**src/rtl/core/fat_directory_entry_decoder_unit_defines.svh**
```systemverilog
// ----------------------------------------------------------------------------
// FAT directory entry decoder - assertion macros
// Concurrent checks that compile away when SYNTHESIS is defined.
// ----------------------------------------------------------------------------
`ifndef FAT_DIRECTORY_ENTRY_DECODER_UNIT_DEFINES_SVH
`define FAT_DIRECTORY_ENTRY_DECODER_UNIT_DEFINES_SVH

`ifndef SYNTHESIS
// Same-cycle implication, sampled on clk, off during reset
`define FDD_ASSERT_IMPLY(lbl, ante, cons) \
	lbl: assert property (@(posedge clk) disable iff (!arst_n) (ante) |-> (cons)) \
		else $error("fdd assertion failed");
// Next-cycle implication, sampled on clk, off during reset
`define FDD_ASSERT_NEXT(lbl, ante, cons) \
	lbl: assert property (@(posedge clk) disable iff (!arst_n) (ante) |=> (cons)) \
		else $error("fdd assertion failed");
`else
`define FDD_ASSERT_IMPLY(lbl, ante, cons)
`define FDD_ASSERT_NEXT(lbl, ante, cons)
`endif

`endif

```
**src/rtl/core/fdd_pkg.sv**
```systemverilog
// ----------------------------------------------------------------------------
// FAT directory entry decoder - shared package
// Constants, entry record and result layout used by the front, queue and back.
// ----------------------------------------------------------------------------
package fdd_pkg;

	localparam logic [15:0] ENTRY_COUNT_RESET = 16'd512;
	localparam int          QUEUE_DEPTH       = 2;

	// Special byte values
	localparam logic [7:0]  END_MARK     = 8'h00;
	localparam logic [7:0]  DELETED_MARK = 8'hE5;
	localparam logic [7:0]  SPACE_CHAR   = 8'h20;
	localparam logic [7:0]  DOT_CHAR     = 8'h2E;
	localparam logic [11:0] YEAR_BASE    = 12'd1980;
	localparam logic [15:0] SEEN_MAX     = 16'hFFFF;

	// Byte positions inside a 32-byte entry
	localparam logic [4:0] POS_FIRST    = 5'd0;
	localparam logic [4:0] POS_EXT      = 5'd8;
	localparam logic [4:0] POS_ATTR     = 5'd11;
	localparam logic [4:0] POS_TIME_LO  = 5'd14;
	localparam logic [4:0] POS_TIME_HI  = 5'd15;
	localparam logic [4:0] POS_DATE_LO  = 5'd16;
	localparam logic [4:0] POS_DATE_HI  = 5'd17;
	localparam logic [4:0] POS_CLUS_LO  = 5'd26;
	localparam logic [4:0] POS_CLUS_HI  = 5'd27;
	localparam logic [4:0] POS_SIZE     = 5'd28;
	localparam logic [4:0] POS_LAST     = 5'd31;

	// Result slots walked by the back end
	localparam logic [3:0] SLOT_DOT   = 4'd8;
	localparam logic [3:0] SLOT_EXT0  = 4'd9;
	localparam logic [3:0] SLOT_EXT1  = 4'd10;
	localparam logic [3:0] SLOT_EXT2  = 4'd11;
	localparam logic [3:0] SLOT_FINAL = 4'd12;

	// One decoded entry (or an end marker) handed from front to back
	typedef struct packed {
		logic             is_end;
		logic [7:0][7:0]  name;
		logic [2:0][7:0]  ext;
		logic [4:0]       attr;
		logic [15:0]      time_w;
		logic [15:0]      date_w;
		logic [15:0]      cluster;
		logic [31:0]      size;
	} entry_rec_t;

	// Result payload, name_char in the lowest bits
	typedef struct packed {
		logic [4:0]  pad;
		logic [31:0] file_size;
		logic [15:0] start_cluster;
		logic [5:0]  second;
		logic [5:0]  minute;
		logic [4:0]  hour;
		logic [11:0] year;
		logic [3:0]  month;
		logic [4:0]  day;
		logic [4:0]  attr_flags;
		logic [7:0]  name_char;
	} out_data_t;

endpackage

```
**src/rtl/core/fdd_front.sv**
```systemverilog
// ----------------------------------------------------------------------------
// FAT directory entry decoder - front end
// Takes one directory byte per cycle while the queue has room, tracks entry
// position and area state, collects entry fields and pushes a record per visible entry or end marker.
// ----------------------------------------------------------------------------
module fdd_front (
	input  logic               clk,
	input  logic               arst_n,
	input  logic [15:0]        entry_count,
	input  logic               in_valid,
	output logic               in_ready,
	input  logic [7:0]         in_byte,
	input  logic               in_start,
	input  logic               queue_full,
	output logic               push_valid,
	output fdd_pkg::entry_rec_t push_rec
);
	import fdd_pkg::*;

	logic [4:0]      pos_q, pos_d;
	logic [15:0]     seen_q, seen_d;
	logic            done_q, done_d;
	logic [7:0][7:0] name_q, name_d;
	logic [2:0][7:0] ext_q, ext_d;
	logic [4:0]      attr_q, attr_d;
	logic [15:0]     time_q, time_d;
	logic [15:0]     date_q, date_d;
	logic [15:0]     clus_q, clus_d;
	logic [3:0][7:0] size_q, size_d;
	logic            fire;
	logic [4:0]      pos_c;
	logic [15:0]     seen_c;
	logic            done_c;
	logic [4:0]      ext_off;

	// Stall input only when the queue has no room
	assign in_ready = !queue_full;
	assign fire     = in_valid && in_ready;
	assign ext_off  = pos_c - POS_EXT;

	// Parse one byte
	always_comb begin
		pos_c  = in_start ? POS_FIRST : pos_q;
		seen_c = in_start ? 16'd0 : seen_q;
		done_c = in_start ? 1'b0 : done_q;
		pos_d  = pos_c;
		seen_d = seen_c;
		done_d = done_c;
		name_d = name_q;
		ext_d  = ext_q;
		attr_d = attr_q;
		time_d = time_q;
		date_d = date_q;
		clus_d = clus_q;
		size_d = size_q;
		push_valid = 1'b0;
		push_rec   = '0;
		if (!done_c) begin
			if (pos_c == POS_FIRST && seen_c >= entry_count) begin
				done_d = 1'b1;
			end else if (pos_c == POS_FIRST && in_byte == END_MARK) begin
				done_d = 1'b1;
				push_valid = 1'b1;
				push_rec.is_end = 1'b1;
			end else begin
				// Store the byte by position
				if (pos_c < POS_EXT) begin
					name_d[pos_c[2:0]] = in_byte;
				end else if (pos_c < POS_ATTR) begin
					ext_d[ext_off[1:0]] = in_byte;
				end else if (pos_c == POS_ATTR) begin
					attr_d = {in_byte[5], in_byte[4], in_byte[2:0]};
				end else if (pos_c == POS_TIME_LO) begin
					time_d[7:0] = in_byte;
				end else if (pos_c == POS_TIME_HI) begin
					time_d[15:8] = in_byte;
				end else if (pos_c == POS_DATE_LO) begin
					date_d[7:0] = in_byte;
				end else if (pos_c == POS_DATE_HI) begin
					date_d[15:8] = in_byte;
				end else if (pos_c == POS_CLUS_LO) begin
					clus_d[7:0] = in_byte;
				end else if (pos_c == POS_CLUS_HI) begin
					clus_d[15:8] = in_byte;
				end else if (pos_c >= POS_SIZE) begin
					size_d[pos_c[1:0]] = in_byte;
				end
				pos_d = pos_c + 5'd1;
				// Close the entry on its last byte
				if (pos_c == POS_LAST) begin
					if (seen_c != SEEN_MAX) begin
						seen_d = seen_c + 16'd1;
					end
					if (name_d[0] != DELETED_MARK) begin
						push_valid = 1'b1;
					end
					push_rec.name    = name_d;
					push_rec.ext     = ext_d;
					push_rec.attr    = attr_d;
					push_rec.time_w  = time_d;
					push_rec.date_w  = date_d;
					push_rec.cluster = clus_d;
					push_rec.size    = size_d;
				end
			end
		end
		push_valid = push_valid && fire;
	end

	// Control state and the attribute, time, date, cluster and size fields
	always_ff @(posedge clk or negedge arst_n) begin
		if (!arst_n) begin
			pos_q  <= '0;
			seen_q <= '0;
			done_q <= 1'b0;
			attr_q <= '0;
			time_q <= '0;
			date_q <= '0;
			clus_q <= '0;
			size_q <= '0;
		end else if (fire) begin
			pos_q  <= pos_d;
			seen_q <= seen_d;
			done_q <= done_d;
			attr_q <= attr_d;
			time_q <= time_d;
			date_q <= date_d;
			clus_q <= clus_d;
			size_q <= size_d;
		end
	end

	// Name and extension bytes
	always_ff @(posedge clk) begin
		if (fire) begin
			name_q <= name_d;
			ext_q  <= ext_d;
		end
	end

endmodule

```
**src/rtl/core/fdd_queue.sv**
```systemverilog
// ----------------------------------------------------------------------------
// FAT directory entry decoder - record queue
// Short register FIFO of entry records between the front and the back end.
// ----------------------------------------------------------------------------
module fdd_queue #(
	parameter int DEPTH = fdd_pkg::QUEUE_DEPTH
) (
	input  logic               clk,
	input  logic               arst_n,
	input  logic               push_valid,
	input  fdd_pkg::entry_rec_t push_rec,
	output logic               full,
	input  logic               pop,
	output logic               head_valid,
	output fdd_pkg::entry_rec_t head_rec
);
	import fdd_pkg::*;

	localparam int PTR_W = (DEPTH > 1) ? $clog2(DEPTH) : 1;
	localparam int CNT_W = $clog2(DEPTH + 1);
	localparam logic [PTR_W-1:0] PTR_LAST = PTR_W'(DEPTH - 1);
	localparam logic [CNT_W-1:0] CNT_FULL = CNT_W'(DEPTH);

	entry_rec_t       mem_q [DEPTH];
	logic [PTR_W-1:0] wr_ptr_q, rd_ptr_q;
	logic [CNT_W-1:0] count_q;
	logic             do_pop;

	assign full       = (count_q == CNT_FULL);
	assign head_valid = (count_q != '0);
	assign head_rec   = mem_q[rd_ptr_q];
	assign do_pop     = pop && head_valid;

	// Pointers and fill count
	always_ff @(posedge clk or negedge arst_n) begin
		if (!arst_n) begin
			wr_ptr_q <= '0;
			rd_ptr_q <= '0;
			count_q  <= '0;
		end else begin
			if (push_valid) begin
				wr_ptr_q <= (wr_ptr_q == PTR_LAST) ? '0 : wr_ptr_q + 1'b1;
			end
			if (do_pop) begin
				rd_ptr_q <= (rd_ptr_q == PTR_LAST) ? '0 : rd_ptr_q + 1'b1;
			end
			if (push_valid && !do_pop) begin
				count_q <= count_q + 1'b1;
			end else if (do_pop && !push_valid) begin
				count_q <= count_q - 1'b1;
			end
		end
	end

	// Record storage
	always_ff @(posedge clk) begin
		if (push_valid) begin
			mem_q[wr_ptr_q] <= push_rec;
		end
	end

endmodule

```
**src/rtl/core/fdd_back.sv**
```systemverilog
// ----------------------------------------------------------------------------
// FAT directory entry decoder - back end
// Walks the head record slot by slot (name, dot, extension, final) and loads
// the output register with one result per non-empty slot.
// ----------------------------------------------------------------------------
module fdd_back (
	input  logic               clk,
	input  logic               arst_n,
	input  logic               head_valid,
	input  fdd_pkg::entry_rec_t head_rec,
	output logic               pop,
	output logic               m_tvalid,
	input  logic               m_tready,
	output logic [103:0]       m_tdata,
	output logic               m_tlast,
	output logic               m_tuser
);
	import fdd_pkg::*;

	logic [3:0] slot_q;
	logic       out_valid_q;
	out_data_t  out_data_q;
	logic       out_last_q;
	logic       out_status_q;
	logic       out_free;
	logic       step;
	logic       has_ext;
	logic       emit;
	logic [7:0] slot_char;
	out_data_t  next_data;

	assign out_free = !out_valid_q || m_tready;
	assign step     = head_valid && out_free;
	assign has_ext  = (head_rec.ext[0] != SPACE_CHAR) || (head_rec.ext[1] != SPACE_CHAR)
		|| (head_rec.ext[2] != SPACE_CHAR);

	// Pick the character of the current slot
	always_comb begin
		slot_char = '0;
		emit      = 1'b0;
		case (slot_q)
			SLOT_DOT: begin
				slot_char = DOT_CHAR;
				emit      = has_ext;
			end
			SLOT_EXT0: begin
				slot_char = head_rec.ext[0];
				emit      = has_ext && slot_char != SPACE_CHAR;
			end
			SLOT_EXT1: begin
				slot_char = head_rec.ext[1];
				emit      = has_ext && slot_char != SPACE_CHAR;
			end
			SLOT_EXT2: begin
				slot_char = head_rec.ext[2];
				emit      = has_ext && slot_char != SPACE_CHAR;
			end
			SLOT_FINAL: begin
				emit = 1'b1;
			end
			default: begin
				slot_char = head_rec.name[slot_q[2:0]];
				emit      = slot_char != SPACE_CHAR;
			end
		endcase
		if (head_rec.is_end) begin
			emit = 1'b1;
		end
	end

	// Build the result payload
	always_comb begin
		next_data = '0;
		if (!head_rec.is_end) begin
			if (slot_q == SLOT_FINAL) begin
				next_data.attr_flags    = head_rec.attr;
				next_data.day           = head_rec.date_w[4:0];
				next_data.month         = head_rec.date_w[8:5];
				next_data.year          = YEAR_BASE + {5'd0, head_rec.date_w[15:9]};
				next_data.hour          = head_rec.time_w[15:11];
				next_data.minute        = head_rec.time_w[10:5];
				next_data.second        = {head_rec.time_w[4:0], 1'b0};
				next_data.start_cluster = head_rec.cluster;
				next_data.file_size     = head_rec.size;
			end else begin
				next_data.name_char = slot_char;
			end
		end
	end

	// Drop the record after its final slot or end marker
	assign pop = step && (head_rec.is_end || slot_q == SLOT_FINAL);

	// Slot counter and output valid
	always_ff @(posedge clk or negedge arst_n) begin
		if (!arst_n) begin
			slot_q      <= '0;
			out_valid_q <= 1'b0;
		end else begin
			if (step) begin
				slot_q <= pop ? 4'd0 : slot_q + 4'd1;
			end
			if (step && emit) begin
				out_valid_q <= 1'b1;
			end else if (m_tready) begin
				out_valid_q <= 1'b0;
			end
		end
	end

	// Output payload
	always_ff @(posedge clk) begin
		if (step && emit) begin
			out_data_q   <= next_data;
			out_last_q   <= head_rec.is_end || slot_q == SLOT_FINAL;
			out_status_q <= head_rec.is_end;
		end
	end

	assign m_tvalid = out_valid_q;
	assign m_tdata  = out_data_q;
	assign m_tlast  = out_last_q;
	assign m_tuser  = out_status_q;

endmodule

```
**src/rtl/core/fat_directory_entry_decoder_unit.sv**
```systemverilog
// ----------------------------------------------------------------------------
// FAT directory entry decoder - top level
// Parses 32-byte root-directory entries from a byte stream into name
// characters and a final attribute/date/time/cluster/size result.
//
//   channel   dir   payload
//   s_axis    in    tdata = dir_byte, tuser = start_of_area
//   m_axis    out   tdata = name_char..file_size, tlast = last_of_entry,
//                   tuser = status
//   cfg       in    cfg_data = entry_count
//
// One byte is taken every cycle while the record queue has room; the front end
// is a single stage. Each visible entry drains through the slot sequencer of
// the back end, one slot per cycle while the output register is free, in fewer
// slots than the entry has bytes. Input stalls only while the record queue is
// full; output stalls hold the output register and then the queue. Reset clears
// all control state; no clearing pass is needed.
// ----------------------------------------------------------------------------
`include "fat_directory_entry_decoder_unit_defines.svh"

module fat_directory_entry_decoder_unit #(
	parameter int QUEUE_DEPTH = fdd_pkg::QUEUE_DEPTH
) (
	input  logic         clk,
	input  logic         arst_n,
	input  logic         s_tvalid,
	output logic         s_tready,
	input  logic [7:0]   s_tdata,  // [7:0] dir_byte
	input  logic         s_tuser,  // [0] start_of_area
	output logic         m_tvalid,
	input  logic         m_tready,
	// [7:0] name_char, [12:8] attr_flags, [17:13] day, [21:18] month,
	// [33:22] year, [38:34] hour, [44:39] minute, [50:45] second,
	// [66:51] start_cluster, [98:67] file_size, [103:99] zero
	output logic [103:0] m_tdata,
	output logic         m_tlast,  // last_of_entry
	output logic         m_tuser,  // [0] status
	input  logic         cfg_valid,
	output logic         cfg_ready,
	input  logic [15:0]  cfg_data  // entry_count
);
	import fdd_pkg::*;

	logic [15:0] entry_count_q;
	logic        push_valid;
	entry_rec_t  push_rec;
	logic        queue_full;
	logic        pop;
	logic        head_valid;
	entry_rec_t  head_rec;

	// Configuration register
	assign cfg_ready = 1'b1;
	always_ff @(posedge clk or negedge arst_n) begin
		if (!arst_n) begin
			entry_count_q <= ENTRY_COUNT_RESET;
		end else if (cfg_valid) begin
			entry_count_q <= cfg_data;
		end
	end

	fdd_front u_front (
		.clk         (clk),
		.arst_n      (arst_n),
		.entry_count (entry_count_q),
		.in_valid    (s_tvalid),
		.in_ready    (s_tready),
		.in_byte     (s_tdata),
		.in_start    (s_tuser),
		.queue_full  (queue_full),
		.push_valid  (push_valid),
		.push_rec    (push_rec)
	);

	fdd_queue #(
		.DEPTH (QUEUE_DEPTH)
	) u_queue (
		.clk        (clk),
		.arst_n     (arst_n),
		.push_valid (push_valid),
		.push_rec   (push_rec),
		.full       (queue_full),
		.pop        (pop),
		.head_valid (head_valid),
		.head_rec   (head_rec)
	);

	fdd_back u_back (
		.clk        (clk),
		.arst_n     (arst_n),
		.head_valid (head_valid),
		.head_rec   (head_rec),
		.pop        (pop),
		.m_tvalid   (m_tvalid),
		.m_tready   (m_tready),
		.m_tdata    (m_tdata),
		.m_tlast    (m_tlast),
		.m_tuser    (m_tuser)
	);

	// End marker is a bare last result
	`FDD_ASSERT_IMPLY(a_end_bare, m_tvalid && m_tuser, m_tlast && m_tdata == '0)
	// Name results never carry a space or entry fields
	`FDD_ASSERT_IMPLY(a_name_nospace, m_tvalid && !m_tlast, m_tdata[7:0] != SPACE_CHAR)
	`FDD_ASSERT_IMPLY(a_name_clean, m_tvalid && !m_tlast, m_tdata[103:8] == '0)
	// A push into a full queue would lose a record
	`FDD_ASSERT_NEXT(a_no_overflow, queue_full && !pop, !push_valid)

endmodule
```
**config.mk**
```make
export PLATFORM = sky130hd
export DESIGN_NAME = fat_directory_entry_decoder_unit
export DESIGN_NICKNAME = d
export VERILOG_FILES = /design/src/rtl/core/fdd_pkg.sv /design/src/rtl/core/fdd_front.sv /design/src/rtl/core/fdd_queue.sv /design/src/rtl/core/fdd_back.sv /design/src/rtl/core/fat_directory_entry_decoder_unit.sv
export VERILOG_INCLUDE_DIRS = /design/src /design/src/rtl/core
export SDC_FILE = /design/constraint.sdc
export NUM_CORES = 1
export LEC_CHECK = 0
export ABC_CLOCK_PERIOD_IN_PS = 10100
export BUFFER_PORTS_ARGS = -buffer_cell sky130_fd_sc_hd__buf_4
export CORE_MARGIN = 2
export CORE_UTILIZATION = 28
export DETAILED_ROUTE_END_ITERATION = 8
export GPL_TIMING_DRIVEN = 0
export PLACE_DENSITY = 0.46
export SLEW_MARGIN = 30
export SYNTH_ARGS = -nofsm -noshare
export SYNTH_HDL_FRONTEND = slang
export SYNTH_SLANG_ARGS = --single-unit
```
**constraint.sdc**
```tcl
create_clock -name clk -period 10.1 [get_ports clk]
set_clock_uncertainty 0.15 [all_clocks]
set_input_delay 2.02 -clock clk [delete_from_list [all_inputs] [get_ports clk]]
set_output_delay 2.02 -clock clk [all_outputs]
set_load 0.005 [all_outputs]
```
After elaboration in Yosys (flattened, before gate mapping)
Memory sizes are Yosys's and may differ from the RTL's.
Cells that the tools add are included.
{"block": "word_totals", "reg_bits": 321, "ramBits": 348, "input_bits": 30, "out_inout_bits": 109, "wordCells": 207, "mem_count": 1}
{"memory": "u_queue.mem_q", "words": 2, "word_bits": 174, "rd": 1, "rd_clocked_by_memory_dff": 0, "wr": 1, "line": "fdd_queue.sv:24", "rtl": "entry_rec_t mem_q [DEPTH];"}
{"block": "classes", "add_sub_neg": 9, "n_lt_le_gt_ge": 11, "eq_ne": 20, "muxes": 89, "bitwise_logic": 4, "reduce_logical": 32}
{"operator": "174-bit 2-to-1 mux", "n": 2}
{"operator": "173-bit 2-to-1 mux", "n": 2}
{"operator": "16-bit 2-to-1 mux", "n": 21}
{"operator": "32-bit 2-to-1 mux", "n": 10}
{"operator": "64-bit 2-to-1 mux", "n": 4}
{"operator": "8-bit 2-to-1 mux", "n": 13}
{"operator": "64-bit bitwise mux", "n": 1}
{"operator": "24-bit 2-to-1 mux", "n": 2}
{"operator": "5-bit 2-to-1 mux", "n": 7}
{"operator": "32-bit bitwise mux", "n": 1}
{"operator": "8-bit demux with 2-bit select", "n": 2}
{"operator": "8-bit by 6-bit != test with 1-bit output, second input constant", "n": 4}
{"operator": "8-bit case mux with 4 select lines", "n": 1}
{"operator": "5-bit == test, second input constant", "n": 5}
{"operator": "8-bit binary-select mux with 3-bit select", "n": 1}
{"operator": "24-bit bitwise mux", "n": 1}
{"operator": "8-bit demux with 3-bit select", "n": 1}
{"operator": "4-bit == test, second input constant", "n": 5}
{"operator": "16-bit by 1-bit adder with 16-bit output, second input constant", "n": 1}
{"operator": "16-bit greater-or-equal comparator", "n": 1}
{"operator": "1-bit logical AND", "n": 16}
{"operator": "1-bit 2-to-1 mux", "n": 16}
{"operator": "16-bit != test, second input constant", "n": 1}
{"operator": "5-bit by 4-bit == test with 1-bit output, second input constant", "n": 3}
{"operator": "25 further kinds", "n": 44}

Depth between registers and ports, before layout
{"block": "depth", "word_depth": 21, "ltp_mapped": 17, "depth_no_buf": 15}

Modules after synthesis
A second synthesis with hierarchy kept.
{"block": "hier_totals", "hier_cells": 1929, "hier_area_um2": 29268.1}
{"module": "fdd_queue", "n_inst": 1, "cells_per_inst": 557, "area_per_inst_um2": 12792.3, "seq_area_each_um2": 10550.1}
{"module": "fdd_front", "n_inst": 1, "cells_per_inst": 996, "area_per_inst_um2": 10956.8, "seq_area_each_um2": 5320.1}
{"module": "fdd_back", "n_inst": 1, "cells_per_inst": 340, "area_per_inst_um2": 4857.2, "seq_area_each_um2": 3128.0}
{"module": "fat_directory_entry_decoder_unit", "n_inst": 1, "cells_per_inst": 36, "area_per_inst_um2": 661.9, "seq_area_each_um2": 401.6}

Least setup slack after synthesis
No wires, ideal clock.
{"block": "synth_path", "path_kind": "input-to-reg", "startpoint": "input s_tuser", "endpoint": "memory u_queue.mem_q[0][0] (netlist name) (enable)", "setup_ns": 0.711, "arrival_time_ns": 11.138, "required_time_ns": 9.239, "setup_slack_ns": -1.899, "stages": 12, "path_buffers": 3, "cell_sequence": "clkbuf_1 -> clkbuf_1 -> clkbuf_1 -> nor2b_1 -> ha_1 -> a21oi_1 -> o21ai_0 -> a21oi_1 -> o21ai_1 -> nand2_1 -> nand3_1 -> nor2_1"}
{"block": "synth_via", "elab_chain_cells": 19, "elab_cells_between_ends": 28, "cone_classes": "4 x order compare; 2 x eq/ne; 17 x mux; 5 x reduce/logical"}
{"item": "from (decl)", "line": "fat_directory_entry_decoder_unit.sv:29", "rtl": "input logic s_tuser,"}
{"item": "5-bit 2-to-1 mux", "line": "fdd_front.sv:43", "rtl": "pos_c = in_start ? POS_FIRST : pos_q;"}
{"item": "3-bit by 4-bit < comparator with 1-bit output (not written as such) / 3-bit by 1-bit greater-or-equal comparator with 1-bit output (equally long branches)", "line": "fdd_front.sv:68", "rtl": "name_d[pos_c[2:0]] = in_byte;"}
{"item": "1-bit logical AND (not written as such)", "line": "fdd_front.sv:68"}
{"item": "8-bit 2-to-1 mux (not written as such)", "line": "fdd_front.sv:68"}
{"item": "8-bit demux with 3-bit select"}
{"item": "64-bit bitwise mux", "line": "fdd_front.sv:68"}
{"item": "64-bit 2-to-1 mux", "line": "fdd_front.sv:67", "rtl": "if (pos_c < POS_EXT) begin"}
{"item": "64-bit 2-to-1 mux", "line": "fdd_front.sv:61", "rtl": "end else if (pos_c == POS_FIRST && in_byte == END_MARK) begin"}
{"item": "[... 3 more ...]"}
{"item": "1-bit 2-to-1 mux", "line": "fdd_front.sv:94", "rtl": "if (name_d[0] != DELETED_MARK) begin"}
{"item": "1-bit 2-to-1 mux", "line": "fdd_front.sv:90", "rtl": "if (pos_c == POS_LAST) begin"}
{"item": "1-bit 2-to-1 mux", "line": "fdd_front.sv:61"}
{"item": "1-bit 2-to-1 mux", "line": "fdd_front.sv:59", "rtl": "if (pos_c == POS_FIRST && seen_c >= entry_count) begin"}
{"item": "1-bit 2-to-1 mux (*)", "line": "fdd_front.sv:58", "rtl": "if (!done_c) begin"}
{"item": "1-bit logical AND (*)", "line": "fdd_front.sv:107", "rtl": "push_valid = push_valid && fire;"}
{"item": "1-bit 2-to-1 mux (*)", "line": "fdd_queue.sv:57", "rtl": "if (push_valid) begin"}
{"item": "1-bit 2-to-1 mux (not written as such) (*)", "line": "fdd_queue.sv:58", "rtl": "mem_q[wr_ptr_q] <= push_rec;"}
{"item": "to (decl)", "line": "fdd_queue.sv:24"}
Every way passes the cells marked *; elsewhere a longest branch is shown, timed or not. The select of a mux whose other input is x is not followed.

==> summary.txt <==
Pwr
  – Sequential Power Share: 0.447
  – Peak VDD IR: 119 uV
  – Clock share of power: 0.336
  – Combinational cell fraction of total power: 0.217
  – Net Sw Frac: 0.278
  – Pleak: 12.2 nW
  – Cell Pwr Density: 226 mW/mm^2
  – Net Sw Power: 0.00215 W
  – Int Power: between 0.005 and 0.006 W
  – Total Power: 0.00774 W

Clocking
  – Post-CTS Setup Inserts: 0
  – CTS Hold Buffers Added: 0
  – CTS buffer count: 74
  – H-tree levels: 3
  – Clock buffer depth: 3
  – CTS tree: yes
  – Clock transition at path regs: 0.06 ns
  – CTS sink cnt: 668
  – Root buffer cell: clkbuf_16
  – CTS resizes: 0
  – Skew-Pair Late Insertion Delay: between 0.6 and 0.7 ns

Timing
  – Fin. Hold Viols: 0
  – Setup Total Neg Slack: 0 ns
  – Relative slew slack: 0.337
  – Final Critical Period: 6.37 ns
  – Fin Hold WS: 0.353 ns
  – # setup viols final: 0
  – Slew Viols, Final: 0
  – PnR worst setup slack: 3.73 ns
  – RSZ-0062 raised after global routing: false
  – Tightest Pin Transition: 0.995 ns
  – Post-route clock period utilization: 0.630
  – Max frequency: 0.157 GHz

Synth
  – EDFF count, synth: about 540
  – Sequential element share of the synthesized area: 0.680
  – Avg Inst Size Synth: 14.6 sq um
  – Synth unique cells: 67
  – Count leader, synth: edfxtp_1
  – Most common flop cell mapped by yosys: edfxtp_1
  – Fraction of registers with async set/reset: 0.198
  – Syn Std Cell Area: 0.0285 sq mm
  – Share of the synthesized area in the top cell type: 0.564
  – Top cell type by total area after synthesis: edfxtp_1
  – Synth area leaders: edfxtp_1 56%, dfrtp_1 11%, mux2_2 6.7%
  – Warnings, synthesis: 0
  – Top cells by count, synth: 536 x edfxtp_1, 173 x nor2_1, 169 x mux2_2
  – Flops & latches, synth: 668
  – Cells after Synth: ~1900

Route
  – Final antenna-violating net count: 0
  – WL final: 75600 um
  – DRC viols: 0
  – WL/cell: 20.9 um
  – DR vias: 16600
  – Vias/cell: 4.60
  – Detailed router's first-iteration violation count: 1185
  – 1st-pass router iterations: 5

GRT
  – Global-route wire length before repair: between 100000 and 150000 um
  – Via count of the first global-routing pass: roughly 17000
  – Final global-route overflow total: 0
  – Largest net degree at the start of global routing: 75
  – Global Route Usage Sum: 0.145
  – Initial antenna violation count: 2

Setup path
  – CP startpoint kind: input pin
  – Arr. time, crit path: 6.53 ns
  – WS Path Type: input pin to flip-flop
  – Critical path peak fanout: 10
  – Worst Path Required: about 10 ns
  – R2R Setup Slk: 4.99 ns
  – Critical path capture point type: flip-flop

Floorplan
  – Starting Density: 0.281
  – Die height: about 320 um
  – Die area: 0.105 sq mm
  – Top Ports: 139
  – FP Rows: 117
  – Die width: 323 um
  – Core footprint: between 0.1 and 0.15 sq mm

Outcome
  – Status: complete, no violations

Cells and area
  – Nets: 2250
  – Ratio of cells with drive above 1 in the final layout: 0.241
  – Seq. cell area: between 0.015 and 0.02 sq mm
  – Final Cell Area: approximately 0.034 sq mm
  – Fill cells: just under 10000
  – Layout Area Growth over Synthesis: 20.0%
  – Multi-input gate area: 0.00856 sq mm

Flow run
  – Max Cap Violations: 0

Place
  – Post-DP HPWL: 52100 um
  – GP Congestion: 0.847
  – Pre-CTS WS: around 3.0 ns
  – Placed cell area: roughly 0.032 sq mm
  – Port Buffers: 130

Worst hold path
  – Class of the worst hold path: flip-flop to flip-flop
==> cells by family (layout without fill, tap and decap cells) <==
family / Yosys count / in the layout / synth area share
flip-flops: 668 / 668 / 0.680
multiplexers: 369 / 369 / 0.151
AND/OR/NAND/NOR: 576 / 576 / 0.0986
other: 2 / 8 / 0.000263
AO/OA/AOI/OAI: 132 / 132 / 0.0271
adder cells (fa/ha/maj): 30 / 30 / 0.0132
buffers and inverters: 148 / 442 / 0.0224
XOR/XNOR: 24 / 24 / 0.00736
==> per-layer routing <==
metal	GRT usage	wire length, um	up-vias	share of wire
li1	-	-	7650	-
met1	0.187	33300	8534	0.44
met2	0.246	37100	344	0.49
met3	0.0247	3290	117	0.044
met4	0.0458	1850	0	0.024
met5	0	0	-	0
==> worst paths after layout <==
| check | start | depth (start not counted) | end |
|---|---|---|---|
| hold / removal | u_front.size_q[22]$_DFFE_PN0P_ | 1 | u_front.size_q[22]$_DFFE_PN0P_ |
| max in group asynchronous | arst_n | 2 | u_front.size_q[6]$_DFFE_PN0P_ |
| setup / recovery | s_tuser | 13 | u_queue.mem_q[1][139]$_DFFE_PP_ |
| min in group asynchronous | arst_n | 1 | entry_count_q[14]$_DFFE_PN0P_ |
| setup reg to reg | u_back.slot_q[0]$_DFFE_PN0P_ | 12 | u_back.m_tdata[58]$_SDFFCE_PP0P_ |
| hold reg to reg | u_front.size_q[22]$_DFFE_PN0P_ | 1 | u_front.size_q[22]$_DFFE_PN0P_ |
==> flip-flops by register name, indices dropped and copies added, names as in the netlist, 16 cells and up <==
name	cells
u_front.time_q	16
u_queue.mem_q	348
u_front.size_q	32
u_front.ext_q	24
u_front.clus_q	16
u_front.date_q	16
entry_count_q	16
u_front.seen_q	16
u_back.m_tdata	98
u_front.name_q	64
==> power groups by stage <==
stage               clock [W]  combinational (W)  sequential [W]
detailed placement          0            0.00171         0.00352
global route          0.00277            0.00181         0.00349
finish                0.00260            0.00168         0.00346
floorplan                   0           0.000911         0.00355
global placement            0            0.00161         0.00359
CTS                   0.00267            0.00172         0.00347
==> critical path: stages <==
cell      delay, ns
clkbuf_1       0.41
clkbuf_1       0.48
clkbuf_1       0.42
nor2b_1        0.11
ha_1           0.32
nand4_1        0.09
o311a_1        0.40
o21ai_1        0.52
o21ai_0        0.24
nand3_1        0.23
buf_2          0.40
clkbuf_1       0.62
nor2b_1        0.25
==> cell usage in the layout (no fill, tap or decap), types with 28 or more instances in the layout <==
cell       instances
edfxtp_1         536
nor2_1           172
mux2_2           169
mux2i_1          162
nand2_1          143
buf_4            141
dfrtp_1          131
nor2b_1          112
clkbuf_16         78
clkbuf_1          74
nand3_1           59
a21oi_1           55
o21ai_0           30
mux4_2            30
ha_1              30
inv_1             28
==> final cells by class <==
cell class | count | share of cell area
multi-input combinational | 1138 | 0.250
antenna | 1 | 0.0000731
clock inverter | 41 | 0.00862
timing repair buffer | 160 | 0.0469
inverter | 31 | 0.00340
sequential | 668 | 0.566
tap | 1368 | 0.0500
clock buffer | 93 | 0.0589
buffer | 117 | 0.0156
==> through the flow <==
step | instances | util
finish | 3617 | 0.338
global route | 3616 | 0.338
CTS | 3615 | 0.337
detailed placement | 3481 | 0.315
global placement | 3452 | 0.308
floorplan | 1954 | -
No activity file was read; power rests on OpenSTA's default activity.
